--- src/rtl/nfba_pkg.sv ---
// ----------------------------------------------------------------------------
// nfba_pkg
// Types and constants of the next-fit bitmap slot allocator.
// ----------------------------------------------------------------------------
package nfba_pkg;

  localparam int MAX_SLOTS  = 16384;
  localparam int WORD_BITS  = 64;
  localparam int WORD_COUNT = MAX_SLOTS / WORD_BITS;
  localparam int QUEUE_DEPTH = 4;

  localparam logic [1:0] CMD_ALLOC   = 2'd0;
  localparam logic [1:0] CMD_RELEASE = 2'd1;
  localparam logic [1:0] CMD_READ    = 2'd2;
  localparam logic [1:0] CMD_SPARE   = 2'd3;

  localparam logic [14:0] SIZE_MAX   = 15'd16384;
  localparam logic [15:0] REJECT_MAX = 16'hFFFF;

  typedef enum logic [1:0] {
    OP_ALLOC,
    OP_TOGGLE,
    OP_REJECT,
    OP_READ
  } op_t;

  typedef enum logic [1:0] {
    ST_IDLE,
    ST_READ,
    ST_EVAL
  } back_state_t;

  typedef struct packed {
    op_t         op;
    logic [13:0] slot;
    logic        last;
  } item_t;

  typedef struct packed {
    logic [13:0] granted_slot;
    logic        full_res;
    logic [15:0] rejected_count;
    logic [14:0] used_count;
  } result_t;

  // position of the lowest clear bit of a byte (7 when only bit 7 is clear)
  function automatic logic [2:0] lowest_zero(input logic [7:0] b);
    logic [2:0] p;
    p = 3'd7;
    for (int i = 6; i >= 0; i--) begin
      if (!b[i]) p = 3'(i);
    end
    return p;
  endfunction

endpackage

--- src/rtl/nfba_front.sv ---
// ----------------------------------------------------------------------------
// nfba_front
// Holds the slot count, classifies input items and queues them for the back.
// ----------------------------------------------------------------------------
module nfba_front (
  input  logic            clk,
  input  logic            rst,
  input  logic            cfg_wr_en,
  input  logic [14:0]     cfg_wr_data,
  input  logic            push,
  output logic            full,
  input  logic [1:0]      cmd,
  input  logic [13:0]     slot,
  input  logic            last,
  output logic [14:0]     size,
  output logic            q_valid,
  output nfba_pkg::item_t q_item,
  input  logic            q_pop
);

  localparam int PW = $clog2(nfba_pkg::QUEUE_DEPTH);

  logic [14:0]     slot_count;
  nfba_pkg::item_t entries [nfba_pkg::QUEUE_DEPTH];
  nfba_pkg::item_t in_item;
  logic [PW-1:0]   wr_ptr;
  logic [PW-1:0]   rd_ptr;
  logic [PW:0]     count;
  logic            do_push;

  // configuration register
  always_ff @(posedge clk) begin
    if (rst) slot_count <= nfba_pkg::SIZE_MAX;
    else if (cfg_wr_en) slot_count <= cfg_wr_data;
  end

  assign size = (slot_count > nfba_pkg::SIZE_MAX) ? nfba_pkg::SIZE_MAX : slot_count;

  // classify the incoming transaction
  always_comb begin
    in_item.slot = slot;
    in_item.last = last;
    unique case (cmd)
      nfba_pkg::CMD_ALLOC:   in_item.op = nfba_pkg::OP_ALLOC;
      nfba_pkg::CMD_RELEASE: in_item.op = ({1'b0, slot} >= size) ? nfba_pkg::OP_REJECT
                                                                 : nfba_pkg::OP_TOGGLE;
      default:               in_item.op = nfba_pkg::OP_READ;
    endcase
  end

  assign full    = (count == (PW+1)'(nfba_pkg::QUEUE_DEPTH));
  assign do_push = push && !full;
  assign q_valid = (count != '0);
  assign q_item  = entries[rd_ptr];

  // queue storage
  always_ff @(posedge clk) begin
    if (do_push) entries[wr_ptr] <= in_item;
  end

  // queue pointers
  always_ff @(posedge clk) begin
    if (rst) begin
      wr_ptr <= '0;
      rd_ptr <= '0;
      count  <= '0;
    end else begin
      if (do_push) wr_ptr <= wr_ptr + 1'b1;
      if (q_pop)   rd_ptr <= rd_ptr + 1'b1;
      count <= count + (PW+1)'(do_push) - (PW+1)'(q_pop);
    end
  end

endmodule

--- config.mk ---
export PLATFORM = sky130hd
export DESIGN_NAME = nfba_front
export DESIGN_NICKNAME = d
export VERILOG_FILES = /design/src/rtl/nfba_pkg.sv /design/src/rtl/nfba_front.sv
export SDC_FILE = /design/constraint.sdc
export NUM_CORES = 1
export LEC_CHECK = 0
export BUFFER_PORTS_ARGS = -buffer_cell sky130_fd_sc_hd__buf_2
export CORE_ASPECT_RATIO = 0.75
export CORE_UTILIZATION = 30
export CTS_BUF_LIST = sky130_fd_sc_hd__clkbuf_4 sky130_fd_sc_hd__clkbuf_8 sky130_fd_sc_hd__clkbuf_16
export CTS_CLUSTER_DIAMETER = 50
export DETAILED_ROUTE_END_ITERATION = 16
export GPL_ROUTABILITY_DRIVEN = 0
export GPL_TIMING_DRIVEN = 1
export PLACE_DENSITY = 0.54
export SLEW_MARGIN = 20
export SYNTH_ARGS = -nofsm -noshare
export SYNTH_HDL_FRONTEND = slang
export SYNTH_SLANG_ARGS = --single-unit
--- constraint.sdc ---
create_clock -name clk -period 6.7 [get_ports clk]
set_clock_uncertainty 0.2 [all_clocks]
set_input_delay 0 -clock clk [delete_from_list [all_inputs] [get_ports clk]]
set_output_delay 0 -clock clk [all_outputs]
set_load 0.05 [all_outputs]
Word-level counts from Yosys, hierarchy flattened. Memory sizes are Yosys's and may differ from the RTL's. A register that Yosys moved wholly into a read port is not among the register bits. Index checks and enable logic that the tools add are counted.

Eq/ne operators: 2. Add/subtract/negate cells: 4. $lt $le $gt $ge: 2. Reductions and logical operators: 4. Mux-type cells: 7.

Operator list (number): $ge A14 B15 Y1 (1); $gt A15 B15 Y1 const B (1); $mux W15 (1); $mux W2 (3); $add A2 B1 Y2 const B (2); $pmux W2 S2 (1); $add A3 B1 Y3 (1); $eq A3 B3 Y1 const B (1); $reduce_bool A3 Y1 (1); $sub A3 B1 Y3 (1); $eq A2 B1 Y1 const B (1); $logic_not A2 Y1 (1); $mux W1 (2); $logic_and A1 B1 Y1 (1); $logic_not A1 Y1 (1).

Word-level logic and storage cells: 24. Output and inout bits: 34. Register bits after elaboration: 22. Memory bits (writable): 68. Input bits: 37. Memories kept: 1.

Memories: entries (words 4, width 17, rd ports 1, clocked after Yosys merged registers in 1, wr ports 1, line nfba_front.sv:24) `nfba_pkg::item_t entries [nfba_pkg::QUEUE_DEPTH];`.

Logic depth before layout (Yosys ltp).
Depth in word-level cells: 5. Gate-level depth with buffers: 12. Gate-level depth less buffers: 11.

Worst setup path after synthesis. OpenSTA, ideal clock, no wires.

Kind: reg2reg. Start point: reg count[1]. End point: reg count[2]. Arrival time: 2.469 ns. Cell stages (with the launch flop): 13. Buffers on the path: 1. Clock period less this slack: 2.796 ns. Slack: 3.904 ns. Data required time: 6.372 ns. Library setup time: 0.128 ns. Path through: dfxtp_1 -> nor3b_2 -> nor2b_1 -> buf_2 -> inv_1 -> ha_1 -> inv_1 -> ha_1 -> inv_1 -> fa_1 -> xor2_1 -> xnor2_1 -> nor2_1.

Cells in the longest elaborated chain, start to end: 5.

Ends and longest elaborated chain: start, declared (line nfba_front.sv:28) `logic [PW:0] count;`; start signal, assigned (line nfba_front.sv:70) `count <= count + (PW+1)'(do_push) - (PW+1)'(q_pop);`; $eq A3 B3 Y1 (line nfba_front.sv:51) `assign full = (count == (PW+1)'(nfba_pkg::QUEUE_DEPTH));`; via full (line nfba_front.sv:11) `output logic full,`; $logic_not A1 Y1 (line nfba_front.sv:52) `assign do_push = push && !full;`; $logic_and A1 B1 Y1 (line nfba_front.sv:52); $add A3 B1 Y3 (line nfba_front.sv:70); $sub A3 B1 Y3 (line nfba_front.sv:70).

The timed path passes the listed nets, and every way through them passes these cells. A chain may end at the register's enable or synchronous reset.

==> impl_metrics.env <==
export IMPL_grt_pass1_wl_um=13200
export IMPL_synth_xor_area_share=0.0111
export IMPL_drv_cap=0
export IMPL_grt_busiest_layer="met2"
export IMPL_synthFlopType="edfxtp_1"
export IMPL_cp_required_ns=6.58
export IMPL_io_pins=71
export IMPL_use_met3=0.0375
export IMPL_clock_path_buffers=2
export IMPL_drive_gt1_frac=0.265
export IMPL_synth_seq_area_share=0.638
export IMPL_setup_ws_ns=3.64
export IMPL_synth_edf_count=68
export IMPL_netlist_area_sq_um=3960
export IMPL_clkLatencyLatePin_ns=0.34
export IMPL_leakagePower_nw=2.21
export IMPL_synthCells=258
export IMPL_rows=35
export IMPL_track_usage=0.132
export IMPL_period_share=0.457
export IMPL_max_slew_margin_rel=0.386
export IMPL_synth_top_area_frac=0.516
export IMPL_overflow=0
export IMPL_cp_arrival_ns=2.94
export IMPL_setup_tns_ns=0
export IMPL_routed_via_density=4.48
export IMPL_diodes=0
export IMPL_dpl_cell_area_sq_um=4460
export IMPL_vias=2536
export IMPL_max_vdd_ir_drop_v=0.000173
export IMPL_antenna_found_initial=0
export IMPL_postRouteAntennaNets=0
export IMPL_async_flop_share=0
export IMPL_synth_nets=316
export IMPL_grt_setup_unrepaired="no"
export IMPL_synth_top_family_by_area="multiplexers"
export IMPL_yosys_top_cells_area="edfxtp_1 (52%), dfxtp_1 (12%), mux4_2 (9.7%)"
export IMPL_htree_levels=3
export IMPL_setup_viol=0
export IMPL_grtUsageMet2=0.213
export IMPL_synth_compound_area_frac=0.0196
export IMPL_die_w_um=135
export IMPL_area_delta_synth_final_pct=37.6
export IMPL_wl_per_cell_um=14.9
export IMPL_synth_area_mux_share=0.135
export IMPL_clockRootBuffer="clkbuf_16"
export IMPL_synth_top_area_cell="edfxtp_1"
export IMPL_drt_pass1_iter_count=4
export IMPL_synth_seq_cells=92
export IMPL_syn_avg_cell_area_sq_um=15.3
export IMPL_criticalPathCategory="reg2reg"
export IMPL_portBuffers=70
export IMPL_clk_pin_slew_worst_paths_ns=0.07
export IMPL_use_met1=0.172
export IMPL_ys_types=36
export IMPL_totalWireLength_um=8450
export IMPL_endpoint_kind="flip-flop"
export IMPL_synth_most_common_cell="edfxtp_1"
export IMPL_dieHeight_um=101
export IMPL_hold_violations=0
export IMPL_grt_pass1_vias=2560
export IMPL_powerDensity_nw_per_um2=298
export IMPL_grt_max_degree=24
export IMPL_hp_class="in2reg"
export IMPL_start_kind="flip-flop"
export IMPL_dp_slack_ns=4.15
export IMPL_final_cell_area_sq_um=5440
export IMPL_post_dp_hpwl_um=5540
export IMPL_cts_made_buffers=9
export IMPL_synth_warnings=0
export IMPL_fin_util=0.433
export IMPL_first_iter_violations=96
export IMPL_die_area_sq_um=13700
export IMPL_status="complete, no violations"
export IMPL_core_area_sq_um=12600
export IMPL_tightest_slew_ns=0.922
export IMPL_synthSimpleGateAreaFrac=0.0971
export IMPL_hold_ws_ns=0.223
export IMPL_synthAdderAreaFrac=0.0683
export IMPL_fin_nets=453
export IMPL_path_max_fanout=4
export IMPL_start_util=0.315
export IMPL_synth_commonest_cells="edfxtp_1 (68), nor2_1 (27), dfxtp_1 (24)"
export IMPL_slew_violations=0
export IMPL_drc=0
export IMPL_clock_sinks=92
export IMPL_fmax_ghz=0.327
export IMPL_fin_crit_ns=3.06
export IMPL_cts_tree="built"
where the power goes:
| part | internal (W) | total [W] | switching, W |
|---|---|---|---|
| clock | 0.000330 | 0.000549 | 0.000219 |
| sequential | 0.000679 | 0.000707 | 0.0000284 |
| combinational | 0.000134 | 0.000364 | 0.000229 |
cell families (layout without fill, tap and decap cells):
group	Yosys count	count (layout)
flip-flops	92	92
AND/OR/NAND/NOR	68	68
multiplexers	32	32
buffers and inverters	28	170
adder cells (fa/ha/maj)	21	21
AO/OA/AOI/OAI	12	12
XOR/XNOR	5	5
final cells by class:
class / instances / area (sq um)
flip-flops and latches: 92 / 2520
clock buffers: 9 / 225
fillers: 1154 / 7120
multi-input cells: 138 / 1310
repair buffers: 137 / 1020
inverters: 17 / 63.8
well taps: 166 / 208
clock inverters: 7 / 97.6
registers in the layout, indices dropped and copies added, names as in the netlist, named ones only:
signal	count
entries	68
wr_ptr	2
rd_ptr	2
slot_count	15
count	3
metrics by stage:
stage | cells | power, W
after global routing | 566 | 0.00168
after detailed placement | 484 | 0.00105
final | 566 | 0.00162
after floorplan | 258 | 0.000968
after CTS | 566 | 0.00163
after global placement | 484 | 0.00105
cells in the final DEF, fill, tap and decap left out, types with 2 or more instances in the layout:
cell type | netlist | final
a211oi_1 | 2 | 2
a21oi_1 | 4 | 4
and2_1 | 6 | 6
and2b_1 | 2 | 2
buf_2 | 5 | 70
bufinv_16 | 0 | 2
clkbuf_16 | 0 | 9
dfxtp_1 | 24 | 24
dlygate4sd3_1 | 0 | 66
edfxtp_1 | 68 | 68
ha_1 | 20 | 20
inv_1 | 17 | 17
inv_6 | 0 | 2
mux2i_1 | 15 | 15
mux4_2 | 17 | 17
nand2_1 | 5 | 5
nand2b_1 | 10 | 10
nand4_1 | 3 | 3
nor2_1 | 27 | 27
nor2b_1 | 4 | 4
nor3_1 | 2 | 2
nor4_1 | 3 | 3
o21ai_0 | 2 | 2
xnor2_1 | 3 | 3
xor2_1 | 2 | 2
worst max-delay path, cell delays in order (launching register included):
cell and delay [ns]:
dfxtp_1 0.33, nor4_1 0.32, nand4_1 0.13, nand2_1 0.14, nand2_1 0.08, ha_1 0.28, nand4_1 0.15, nor4_4 0.26
nor2_1 0.08, a41o_1 0.24, dlygate4sd3_1 0.59
layer usage:
| metal | vias to the layer above | wire (um) | share of wire |
|---|---|---|---|
| li1 | 1230 | - | - |
| met1 | 1240 | 4070 | 0.48 |
| met2 | 56 | 3920 | 0.46 |
| met3 | 10 | 363 | 0.043 |
| met4 | 0 | 102 | 0.012 |
| met5 | - | 0 | 0 |
worst paths after layout:
path,from,to,slack [ns],cells past startpoint
setup / recovery,slot_count[9]$_SDFFE_PP0P_,entries[3][15]$_DFFE_PP_,3.64,10
hold / removal,last,entries[1][0]$_DFFE_PP_,0.22,2
setup reg to reg,slot_count[9]$_SDFFE_PP0P_,entries[3][15]$_DFFE_PP_,3.64,10
hold reg to reg,rd_ptr[0]$_SDFFE_PP0P_,flip-flop,0.35,2
repair_timing:
item,CTS,global route
hold endpoints to repair,92,0
hold buffers,66,0
gates resized for setup,0,0
buffers inserted,0,0
No activity file was read; power rests on OpenSTA's default activity.
